**config.mk**
```make
export PLATFORM = sky130hd
export DESIGN_NAME = serial_line_assembler
export DESIGN_NICKNAME = d
export VERILOG_FILES = /design/src/rtl/sla_pkg.sv /design/src/rtl/serial_line_assembler.sv /design/src/rtl/sla_line_ram.sv /design/src/rtl/sla_assembler.sv /design/src/rtl/sla_drain.sv
export SDC_FILE = /design/constraint.sdc
export NUM_CORES = 1
export LEC_CHECK = 0
export BUFFER_PORTS_ARGS = -buffer_cell sky130_fd_sc_hd__clkbuf_2
export CAP_MARGIN = 20
export CORE_AREA = 4 4 325 167
export DETAILED_ROUTE_END_ITERATION = 8
export DIE_AREA = 0 0 329 171
export PLACE_DENSITY = 0.64
export SLEW_MARGIN = 20
export SYNTH_ARGS = -nofsm -noshare
export SYNTH_HDL_FRONTEND = slang
export SYNTH_HIERARCHICAL = 1
export SYNTH_SLANG_ARGS = --single-unit
```
**constraint.sdc**
```tcl
create_clock -name clk -period 3 [get_ports clk]
set_clock_uncertainty 0.05 [all_clocks]
set_input_delay 0.15 -clock clk [delete_from_list [all_inputs] [get_ports clk]]
set_output_delay 0.15 -clock clk [all_outputs]
set_load 0.005 [all_outputs]
```
**src/rtl/sla_pkg.sv**
```systemverilog
`default_nettype none
package sla_pkg;

  // Characters kept in one line; the store has one spare slot beyond this.
  localparam int LINE_CAPACITY = 63;
  localparam int STORE_DEPTH   = LINE_CAPACITY + 1;
  localparam int IDX_W         = $clog2(STORE_DEPTH);
  localparam int BYTE_W        = 8;
  localparam int LEN_W         = ((IDX_W > BYTE_W) ? IDX_W : BYTE_W) + 1;

  localparam logic [BYTE_W-1:0] CTRL_LIMIT = 8'h20;
  localparam logic [BYTE_W-1:0] CHAR_LF    = 8'h0A;
  localparam logic [BYTE_W-1:0] CHAR_CR    = 8'h0D;
  localparam logic [BYTE_W-1:0] BYTE_ZERO  = 8'h00;

  typedef logic [IDX_W-1:0]  idx_t;
  typedef logic [BYTE_W-1:0] byte_t;

  // Request from the assembler to start reading out a finished line.
  typedef struct packed {
    logic start;
    idx_t count;
    logic binary;
  } drain_req_t;

endpackage
`default_nettype wire

```
**src/rtl/serial_line_assembler.sv**
```systemverilog
// Serial line assembler.
// The input channel (in_valid, in_stall, in_rx_byte) takes one received byte
// per word. Outside a line read-out every byte is taken in the cycle in which it is offered, so the
// block keeps pace with any serial source.
// When a byte finishes a line (a newline or return in text mode, the last
// payload byte of a binary frame), the line is read out of the line store on
// the output channel (out_valid, out_stall, out_line_byte, out_is_binary,
// out_last), one word per byte, with out_last on the final one.
// After the finishing byte is taken, the read-out passes through a read
// state, in which the store's synchronous read port is read, and then a
// show state, in which the word is presented; each further word is read
// and presented the same way after its predecessor is taken. in_stall is
// held high for that whole read-out.
// When the receiver stalls, the current output word holds unchanged and the
// read-out simply waits.
// Reset (synchronous, rst_n low) returns the assembler to text mode at the
// start of a line and abandons any read-out; the store itself is not cleared,
// as only bytes written for the current line are ever read.
`default_nettype none
module serial_line_assembler (
  input  wire logic          clk,
  input  wire logic          rst_n,
  input  wire logic          in_valid,
  output logic               in_stall,
  input  wire sla_pkg::byte_t in_rx_byte,
  output logic               out_valid,
  input  wire logic          out_stall,
  output sla_pkg::byte_t      out_line_byte,
  output logic               out_is_binary,
  output logic               out_last
);
  import sla_pkg::*;

  logic       accept;
  logic       busy;
  logic       wr_en;
  idx_t       wr_addr;
  byte_t      wr_data;
  logic       rd_en;
  idx_t       rd_addr;
  byte_t      rd_data;
  drain_req_t req;

  // Input is held off for as long as a line is being read out.
  assign in_stall = busy;
  assign accept   = in_valid && !busy;

  // Parses each byte, writes kept bytes to the store and signals line end.
  sla_assembler u_asm (
    .clk     (clk),
    .rst_n   (rst_n),
    .accept  (accept),
    .rx_byte (in_rx_byte),
    .wr_en   (wr_en),
    .wr_addr (wr_addr),
    .wr_data (wr_data),
    .req     (req)
  );

  // The line store: one write port for assembly, one registered read port.
  sla_line_ram u_ram (
    .clk     (clk),
    .wr_en   (wr_en),
    .wr_addr (wr_addr),
    .wr_data (wr_data),
    .rd_en   (rd_en),
    .rd_addr (rd_addr),
    .rd_data (rd_data)
  );

  // Walks the finished line through the read port onto the output channel.
  // The read of the first byte follows the write of the last one, so no
  // forwarding is needed.
  sla_drain u_drain (
    .clk           (clk),
    .rst_n         (rst_n),
    .req           (req),
    .busy          (busy),
    .rd_en         (rd_en),
    .rd_addr       (rd_addr),
    .rd_data       (rd_data),
    .out_valid     (out_valid),
    .out_stall     (out_stall),
    .out_line_byte (out_line_byte),
    .out_is_binary (out_is_binary),
    .out_last      (out_last)
  );

endmodule
`default_nettype wire

```
**src/rtl/sla_line_ram.sv**
```systemverilog
`default_nettype none
module sla_line_ram (
  input  wire logic          clk,
  input  wire logic          wr_en,
  input  wire sla_pkg::idx_t  wr_addr,
  input  wire sla_pkg::byte_t wr_data,
  input  wire logic          rd_en,
  input  wire sla_pkg::idx_t  rd_addr,
  output sla_pkg::byte_t      rd_data
);
  import sla_pkg::*;

  byte_t mem [STORE_DEPTH];
  byte_t rd_data_r;

  always_ff @(posedge clk) begin
    if (wr_en) begin
      mem[wr_addr] <= wr_data;
    end
  end

  always_ff @(posedge clk) begin
    if (rd_en) begin
      rd_data_r <= mem[rd_addr];
    end
  end

  assign rd_data = rd_data_r;

endmodule
`default_nettype wire

```
**src/rtl/sla_assembler.sv**
```systemverilog
`default_nettype none
module sla_assembler (
  input  wire logic              clk,
  input  wire logic              rst_n,
  input  wire logic              accept,
  input  wire sla_pkg::byte_t     rx_byte,
  output logic                   wr_en,
  output sla_pkg::idx_t           wr_addr,
  output sla_pkg::byte_t          wr_data,
  output sla_pkg::drain_req_t     req
);
  import sla_pkg::*;

  typedef enum logic [2:0] {
    PH_TEXT  = 3'b001,
    PH_COUNT = 3'b010,
    PH_DATA  = 3'b100
  } phase_t;

  phase_t phase_r, phase_nxt;
  idx_t   widx_r, widx_nxt;
  idx_t   rem_r, rem_nxt;

  logic [LEN_W-1:0] lim;
  logic [LEN_W-1:0] bp1;
  logic [LEN_W-1:0] len;
  idx_t             idx_inc;
  idx_t             rem_dec;

  always_comb begin
    lim     = (rem_r == '0) ? '0 : (LEN_W'(rem_r) - LEN_W'(1));
    bp1     = LEN_W'(rx_byte) + LEN_W'(1);
    len     = (lim > bp1) ? bp1 : lim;
    if (len == '0) begin
      len = LEN_W'(1);
    end
    idx_inc = widx_r + idx_t'(1);
    rem_dec = (rem_r == '0) ? '0 : (rem_r - idx_t'(1));
  end

  always_comb begin
    phase_nxt  = phase_r;
    widx_nxt   = widx_r;
    rem_nxt    = rem_r;
    wr_en      = 1'b0;
    wr_addr    = widx_r;
    wr_data    = rx_byte;
    req.start  = 1'b0;
    req.count  = widx_r;
    req.binary = 1'b0;
    if (accept) begin
      case (phase_r)
        PH_COUNT: begin
          wr_en     = 1'b1;
          widx_nxt  = idx_inc;
          rem_nxt   = idx_t'(len);
          phase_nxt = PH_DATA;
        end
        PH_DATA: begin
          wr_en = 1'b1;
          if (rem_dec == '0) begin
            req.start  = 1'b1;
            req.count  = idx_inc;
            req.binary = 1'b1;
            widx_nxt   = '0;
            rem_nxt    = idx_t'(LINE_CAPACITY);
            phase_nxt  = PH_TEXT;
          end else begin
            widx_nxt = idx_inc;
            rem_nxt  = rem_dec;
          end
        end
        default: begin
          if (widx_r == '0 && rx_byte == BYTE_ZERO) begin
            // A zero byte at line start opens a binary frame.
            wr_en     = 1'b1;
            widx_nxt  = idx_t'(1);
            rem_nxt   = idx_t'(LINE_CAPACITY - 1);
            phase_nxt = PH_COUNT;
          end else if (widx_r == '0 && rx_byte < CTRL_LIMIT) begin
            phase_nxt = PH_TEXT;
          end else if (rx_byte inside {CHAR_LF, CHAR_CR}) begin
            req.start = 1'b1;
            widx_nxt  = '0;
            rem_nxt   = idx_t'(LINE_CAPACITY);
            phase_nxt = PH_TEXT;
          end else begin
            // Once the line is full, characters land in the spare slot.
            wr_en = 1'b1;
            if (rem_r != '0) begin
              widx_nxt = idx_inc;
              rem_nxt  = rem_dec;
            end
            phase_nxt = PH_TEXT;
          end
        end
      endcase
    end
  end

  always_ff @(posedge clk) begin
    if (!rst_n) begin
      phase_r <= PH_TEXT;
      widx_r  <= '0;
      rem_r   <= idx_t'(LINE_CAPACITY);
    end else begin
      phase_r <= phase_nxt;
      widx_r  <= widx_nxt;
      rem_r   <= rem_nxt;
    end
  end

endmodule
`default_nettype wire

```
**src/rtl/sla_drain.sv**
```systemverilog
`default_nettype none
module sla_drain (
  input  wire logic              clk,
  input  wire logic              rst_n,
  input  wire sla_pkg::drain_req_t req,
  output logic                   busy,
  output logic                   rd_en,
  output sla_pkg::idx_t           rd_addr,
  input  wire sla_pkg::byte_t     rd_data,
  output logic                   out_valid,
  input  wire logic              out_stall,
  output sla_pkg::byte_t          out_line_byte,
  output logic                   out_is_binary,
  output logic                   out_last
);
  import sla_pkg::*;

  typedef enum logic [2:0] {
    DR_IDLE = 3'b001,
    DR_READ = 3'b010,
    DR_SHOW = 3'b100
  } dr_state_t;

  dr_state_t state_r, state_nxt;
  idx_t      ptr_r, ptr_nxt;
  idx_t      cnt_r, cnt_nxt;
  logic      bin_r, bin_nxt;
  logic      at_last;

  assign at_last = (ptr_r == (cnt_r - idx_t'(1)));

  always_comb begin
    state_nxt = state_r;
    ptr_nxt   = ptr_r;
    cnt_nxt   = cnt_r;
    bin_nxt   = bin_r;
    case (state_r)
      DR_IDLE: begin
        if (req.start) begin
          ptr_nxt   = '0;
          cnt_nxt   = req.count;
          bin_nxt   = req.binary;
          state_nxt = DR_READ;
        end
      end
      DR_READ: begin
        state_nxt = DR_SHOW;
      end
      DR_SHOW: begin
        if (!out_stall) begin
          if (at_last) begin
            state_nxt = DR_IDLE;
          end else begin
            ptr_nxt   = ptr_r + idx_t'(1);
            state_nxt = DR_READ;
          end
        end
      end
      default: begin
        state_nxt = DR_IDLE;
      end
    endcase
  end

  always_ff @(posedge clk) begin
    if (!rst_n) begin
      state_r <= DR_IDLE;
      ptr_r   <= '0;
      cnt_r   <= '0;
      bin_r   <= 1'b0;
    end else begin
      state_r <= state_nxt;
      ptr_r   <= ptr_nxt;
      cnt_r   <= cnt_nxt;
      bin_r   <= bin_nxt;
    end
  end

  assign busy          = (state_r != DR_IDLE);
  assign rd_en         = (state_r == DR_READ);
  assign rd_addr       = ptr_r;
  assign out_valid     = (state_r == DR_SHOW);
  assign out_line_byte = rd_data;
  assign out_is_binary = bin_r;
  assign out_last      = at_last;

endmodule
`default_nettype wire

```
# Word level (Yosys, flattened, before mapping)

Memory sizes are Yosys's and may differ from the RTL's. A register that Yosys moved wholly into a read port is not among the register bits.
Index checks and enable logic that the tools add are counted.

Register bits after elaboration: 31
Memory bits (writable): 512
Memories kept: 1

Add/sub/neg operators: 6
Magnitude comparators: 2
Equal/unequal tests: 14
Muxes and demuxes: 41
Reductions and logical operators: 19

Memories:

| name      | depth | width | rd ports | clocked after Yosys merged registers in | wr ports | line               | RTL |
|---|---|---|---|---|---|---|---|
| u_ram.mem | 64    | 8     | 1        | 1                                       | 1        | sla_line_ram.sv:13 | `byte_t mem [STORE_DEPTH];` |

Operator list:

| kind                                                       | count |
|---|---|
| two-way mux 6 bit                                          | 15 |
| one-hot mux 6 bit (2 select lines)                         | 3 |
| logical NOT 6 bit                                          | 3 |
| two-way mux 9 bit                                          | 2 |
| == test 8 x 4 -> 1 bit, second input constant              | 2 |
| two-way mux 8 bit                                          | 2 |
| adder 6 x 1 -> 6 bit, second input constant                | 2 |
| subtractor 6 x 1 -> 6 bit, second input constant           | 2 |
| two-way mux 1 bit                                          | 10 |
| adder 8 x 1 -> 9 bit, second input constant                | 1 |
| > comparator 9 bit                                         | 1 |
| logical NOT 9 bit                                          | 1 |
| two-way mux 3 bit                                          | 3 |
| one-hot mux 3 bit (3 select lines)                         | 1 |
| logical NOT 8 bit                                          | 1 |
| less-than comparator 8 x 6 -> 1 bit, second input constant | 1 |
| two-way mux 7 bit                                          | 1 |
| subtractor 6 x 1 -> 7 bit, second input constant           | 1 |
| == test 3 x 2 -> 1 bit, second input constant              | 2 |
| == test 3 bit, second input constant                       | 2 |
| == test 6 bit                                              | 1 |
| inequality test 2 bit, second input constant               | 3 |
| one-hot mux 3 bit (2 select lines)                         | 1 |
| AND reduction 2 bit                                        | 3 |
| 14 further kinds                                           | 18 |

# Depth between registers and ports, before layout

Depth after elaboration: 9
Gate-level depth with buffers: 14
Gate-level depth less buffers: 13

# Modules after synthesis

The synthesis kept the hierarchy.

By module, submodules not included:

| module                | instances | cells an instance | area each (um^2) | sequential area each (um^2) |
|---|---|---|---|---|
| sla_line_ram          | 1         | 940               | 20246.9          | 15615.0 |
| sla_assembler         | 1         | 219               | 1774.2           | 300.3 |
| sla_drain             | 1         | 118               | 940.9            | 320.3 |
| serial_line_assembler | 1         | 1                 | 13.8             | 0.0 |

# Worst setup path before layout

OpenSTA, ideal clock, no wires.

Path kind: flip-flop to flip-flop
Start point: reg u_asm.rem_r[0]
End point: reg u_drain.ptr_r[2], in the netlist u_drain/rd_addr[2]
Data arrival time: 2897 ps
Data required time: 2830 ps
Path slack: -67 ps
Cell stages (with the launch flop): 14
Period minus slack after synthesis: 3067 ps
Path through: dfxtp_1 inv_1 ha_1 xnor2_1 a32oi_1 or4_4 or2_0 buf_6 nor2_4 a31o_2 nand3b_1 or2_2 o311a_1 o31a_1

RTL lines:

| what                   | line                 | RTL |
|---|---|---|
| start, declared        | sla_assembler.sv:22  | `idx_t rem_r, rem_nxt;` |
| start signal, assigned | sla_assembler.sv:105 | `rem_r <= idx_t'(LINE_CAPACITY);` |
| start signal, assigned | sla_assembler.sv:109 | `rem_r <= rem_nxt;` |
| end signal, assigned   | sla_drain.sv:73      | `ptr_r <= ptr_nxt;` |
| end, declared          | sla_drain.sv:25      | `idx_t ptr_r, ptr_nxt;` |

# Worst setup path after layout

Start point: reg u_asm.rem_r[0]
End point: reg u_asm.rem_r[0]

Longest elaborated chain between the ends: 7
Elaborated cells on any way between the ends: 19
Those cells by class: add/sub: 2; order compare: 1; mux: 10; reduce/logical: 6

Ends and longest elaborated chain:

| what                                                    | line                                     | RTL |
|---|---|---|
| subtractor 6 x 1 -> 7 bit, or another cell as far along | sla_assembler.sv:31                      | `lim = (rem_r == '0) ? '0 : (LEN_W'(rem_r) - LEN_W'(1));` |
| two-way mux 9 bit or two-way mux 6 bit (tied branches)  | sla_assembler.sv:31, sla_assembler.sv:38 |  |
| > comparator 9 bit or two-way mux 6 bit (tied branches) | sla_assembler.sv:33, sla_assembler.sv:90 |  |
| two-way mux 9 bit or two-way mux 6 bit (tied branches)  | sla_assembler.sv:33, sla_assembler.sv:82 |  |
| logical NOT 9 bit or two-way mux 6 bit (tied branches)  | sla_assembler.sv:34, sla_assembler.sv:80 |  |
| two-way mux 6 bit (on tied branches)                    | sla_assembler.sv:34, sla_assembler.sv:74 |  |
| one-hot mux 6 bit (2 select lines)                      | sla_assembler.sv:52                      | `case (phase_r)` |

Parallel ways exist; a longest one is shown, timed or not. The select of a mux whose other input is x is not followed.
A chain may end at the register's enable or synchronous reset.

==> results.txt <==
Required @ worst endpoint: 3.36 ns
endpoint with the worst hold slack: u_ram/mem[4][0]
Worst Path Arrival: 3.27 ns
FF/Latch Area: 16,300 sq um
clock tree root driver cell: sky130_fd_sc_hd__clkbuf_16
Iteration-0 DRC Markers: 1,373
worst flop-to-flop path startpoint: u_asm/rem_r[0]
die area: 56,300 sq um
proportion of synthesized chip area in sequential cells: 0.707
final routed wire length divided by cell count: 25.8 microns
Setup Slack @ Placement: -0.173 ns
simple-gate share of the synthesized area: 0.0639
pins over their slew limit: 0
total area of multi-input combinational cells: 6290 sq um
number of placement rows: 59
number of sinks handled by clock tree synthesis: 551
CP Max Fanout: 6
fraction of the mapped netlist area in compound gates: 0.0448
cells along the critical path: inv_4 > ha_4 > nor3b_4 > and2_4 > nor2_2 > ha_1 > nor2b_1 > o211ai_1 > a21boi_1 > o211ai_1 > buf_4 > o211a_4 > mux2i_1 > a41oi_1
portion of synthesized cell area occupied by the leading cell type: 0.680
number of nets produced by synthesis: 1,309
Nets: 1,472
combinational family with the most area after synthesis: multiplexers
leading post-synthesis cells by instance count: 520 x sky130_fd_sc_hd__edfxtp_1, 126 x sky130_fd_sc_hd__mux4_2, 98 x sky130_fd_sc_hd__nor2_1
fraction of layout instances using a drive strength above 1: 0.299
final critical-path required period: 2.91 ns
Avg Inst Size Synth: 18.0 sq um
CP startpoint: u_asm/rem_r[0]
number of storage elements in the synthesis netlist: 551
CTS Buffer Depth: 3
Max Freq: 343 MHz
clock buffers created by TritonCTS: 48
wire length of the first global-routing pass: 83.1 mm
slack of the worst reg-to-reg path: 0.09 ns
Design Area, Final: 26,400 sq um
standard cell area after detailed placement: 24,700 sq um
kind of start point of the critical path: flip-flop
largest net degree at the start of global routing: 67
Hold Startpoint: in_rx_byte[0]
antenna cells: 0
worst hold path cell count: 2
met3 capacity usage during global routing: 0.0774
kind of end point of the critical path: flip-flop
final weighted congestion of routability-driven global placement: 0.903
vias in the first global route: 12,306
grt peak-use layer: met1
XOR/XNOR share of the synthesized area: 0.00724
overflow left after global routing: 0
initial core utilization: 0.447
HP Class: primary input to flip-flop
area of the core: 51,500 sq um
total via count after detailed routing: 12,642
final critical-path share of the clock period: 0.970
Routed WL: 56.1 mm
die boundary width: 329 microns
TritonCTS clock tree: built
post-synthesis instance total: 1,278
H-tree levels: 2
number of buffers and inverters on the critical path: 2
Util after Layout: 0.514
number of unique standard cell types used by synthesis: 84
max-cap violations: 0
sum of negative setup slack: 0 ns
power density over the cells: 567 nW/um^2
number of warning messages in the yosys log: 6
number of antenna-violating nets in the routed design: 0
Post-DP HPWL: 36.6 mm
maximum cell stage delay along the critical path: 0.39 ns
PortBufs: 23
leakage power: 8.36 nW
multiplexer share of the synthesized area: 0.143
met2 routing resource usage after global routing: 0.259
cells on worst reg2reg path: 14
capture point of the worst reg-to-reg path: u_asm/rem_r[0]
fraction of met1 tracks used by global routing: 0.326
initial antenna violation count: 0
total power of the final layout: 15.0 mW
number of enable flip-flop cells after synthesis: 520
global-route total usage across every layer: 0.202
latest clock arrival within the worst-skew pair: 0.58 ns
total count of hold-check failures in the final report: 0
transition at the pin with the smallest max-transition slack: 0.953 ns
clock transition time at the flip-flop clock pins of the worst setup and hold paths: 0.07 ns
cell accounting for the most synthesized area: sky130_fd_sc_hd__edfxtp_1
RSZ-0062 raised after global routing: yes
Synth Cell Area: 23,000 sq um
cell family with most CP delay: compound AO/OA/AOI/OAI gates
most repeated cell in the gate-level netlist after synthesis: sky130_fd_sc_hd__edfxtp_1
Post-synth top flop: sky130_fd_sc_hd__edfxtp_1
cell types occupying the most area after synthesis: sky130_fd_sc_hd__edfxtp_1 68%, sky130_fd_sc_hd__mux4_2 12%, sky130_fd_sc_hd__dfxtp_1 2.7%, sky130_fd_sc_hd__nor2_1 1.6%, sky130_fd_sc_hd__mux2i_1 1.1%
result of the run: complete, no violations
cell with the biggest individual delay on the critical path: sky130_fd_sc_hd__dfxtp_2
max_slew headroom: 0.362
Critical Path Most Common Cell: sky130_fd_sc_hd__o211ai_1
final setup violation count: 0
number of top-level pins: 24
crit path setup slack, layout: 0.0886 ns
worst setup path class: flip-flop to flip-flop
area added between synthesis and finish: 15.0%
Residual DRC: 0
Max rail drop VDD: 0.365 mV
Fillers: 4,133
adder-cell share of the synthesized area: 0.0103
average vias per placed instance: 5.81
number of detailed-route iterations in the first pass: 5
Synth async-reset ratio: 0
die height: 171 microns
==> repair_timing <==
| action | CTS | global route |
|---|---|---|
| hold endpoints to repair | 16 | 0 |
| endpoints found under the setup margin | 8 | 121 |
| pin swaps | 3 | 7 |
| resized for setup | 14 | 16 |
| cloned | 0 | 0 |
| setup buffers | 1 | 6 |
| hold buffers | 4 | 0 |
==> power breakdown <==
part	internal (mW)	total, mW	switching [mW]
clock	3.30	6.04	2.74
sequential	8.43	8.45	0.0215
combinational	0.164	0.497	0.333
==> worst max path at each step <==
| stage | slack (ns) | endpoint | cells after the start |
|---|---|---|---|
| after CTS | 0.03 | u_drain/rd_addr[2] | 12 |
| after floorplan | -0.03 | u_ram/mem[62][0] | 10 |
| after detailed placement | -0.17 | u_ram/mem[60][2] | 14 |
| after global placement | -0.04 | u_ram/mem[60][4] | 14 |
| after global routing | -0.02 | u_asm/rem_r[0] | 9 |
| final | 0.09 | u_asm/rem_r[0] | 14 |
==> layer usage <==
| layer | wire (microns) | part of all wire |
|---|---|---|
| met2 | 22200 | 0.40 |
| met3 | 6660 | 0.12 |
| met4 | 671 | 0.012 |
| met1 | 26600 | 0.47 |
| met5 | 0 | 0 |
==> sequential cells by signal (all words and copies together), names as in the netlist <==
name and count:
u_drain/cnt_r 6, u_drain/rd_addr 6, u_drain/out_is_binary 1, u_asm/wr_addr 6, u_asm/phase_r 3, u_ram/rd_data 8
u_ram/mem 512, u_asm/rem_r 6, u_drain/state_r 3
==> kinds of logic after synthesis <==
| family | count (synthesis) |
|---|---|
| buffers and inverters | 92 |
| adder cells (fa/ha/maj) | 19 |
| flip-flops | 551 |
| XOR/XNOR | 19 |
| AND/OR/NAND/NOR | 291 |
| AO/OA/AOI/OAI | 138 |
| multiplexers | 168 |
==> cell usage in the layout, fill, tap and decap left out, drive strengths merged, types with 20 or more instances in the layout <==
master	count
nor2	99
clkbuf	86
nand2	61
nor2b	20
mux4	126
mux2i	26
buf	164
a21oi	34
edfxtp	520
dfxtp	31
nand3	20
==> layout make-up <==
type / instances / share of cell area
Clock buffer: 63 / 0.0491
Clock inverter: 20 / 0.00696
Inverter: 14 / 0.00208
Multi-Input combinational cell: 635 / 0.238
Sequential cell: 551 / 0.615
Tap cell: 701 / 0.0332
Timing Repair Buffer: 191 / 0.0558
==> stage by stage <==
stage	hold slack (ns)	instances
after floorplan	0.176	1278
after global placement	0.397	2081
after detailed placement	0.401	2081
after CTS	0.0410	2169
after global routing	0.0530	2175
final	0.0545	2175
No activity file was read; power rests on OpenSTA's default activity.
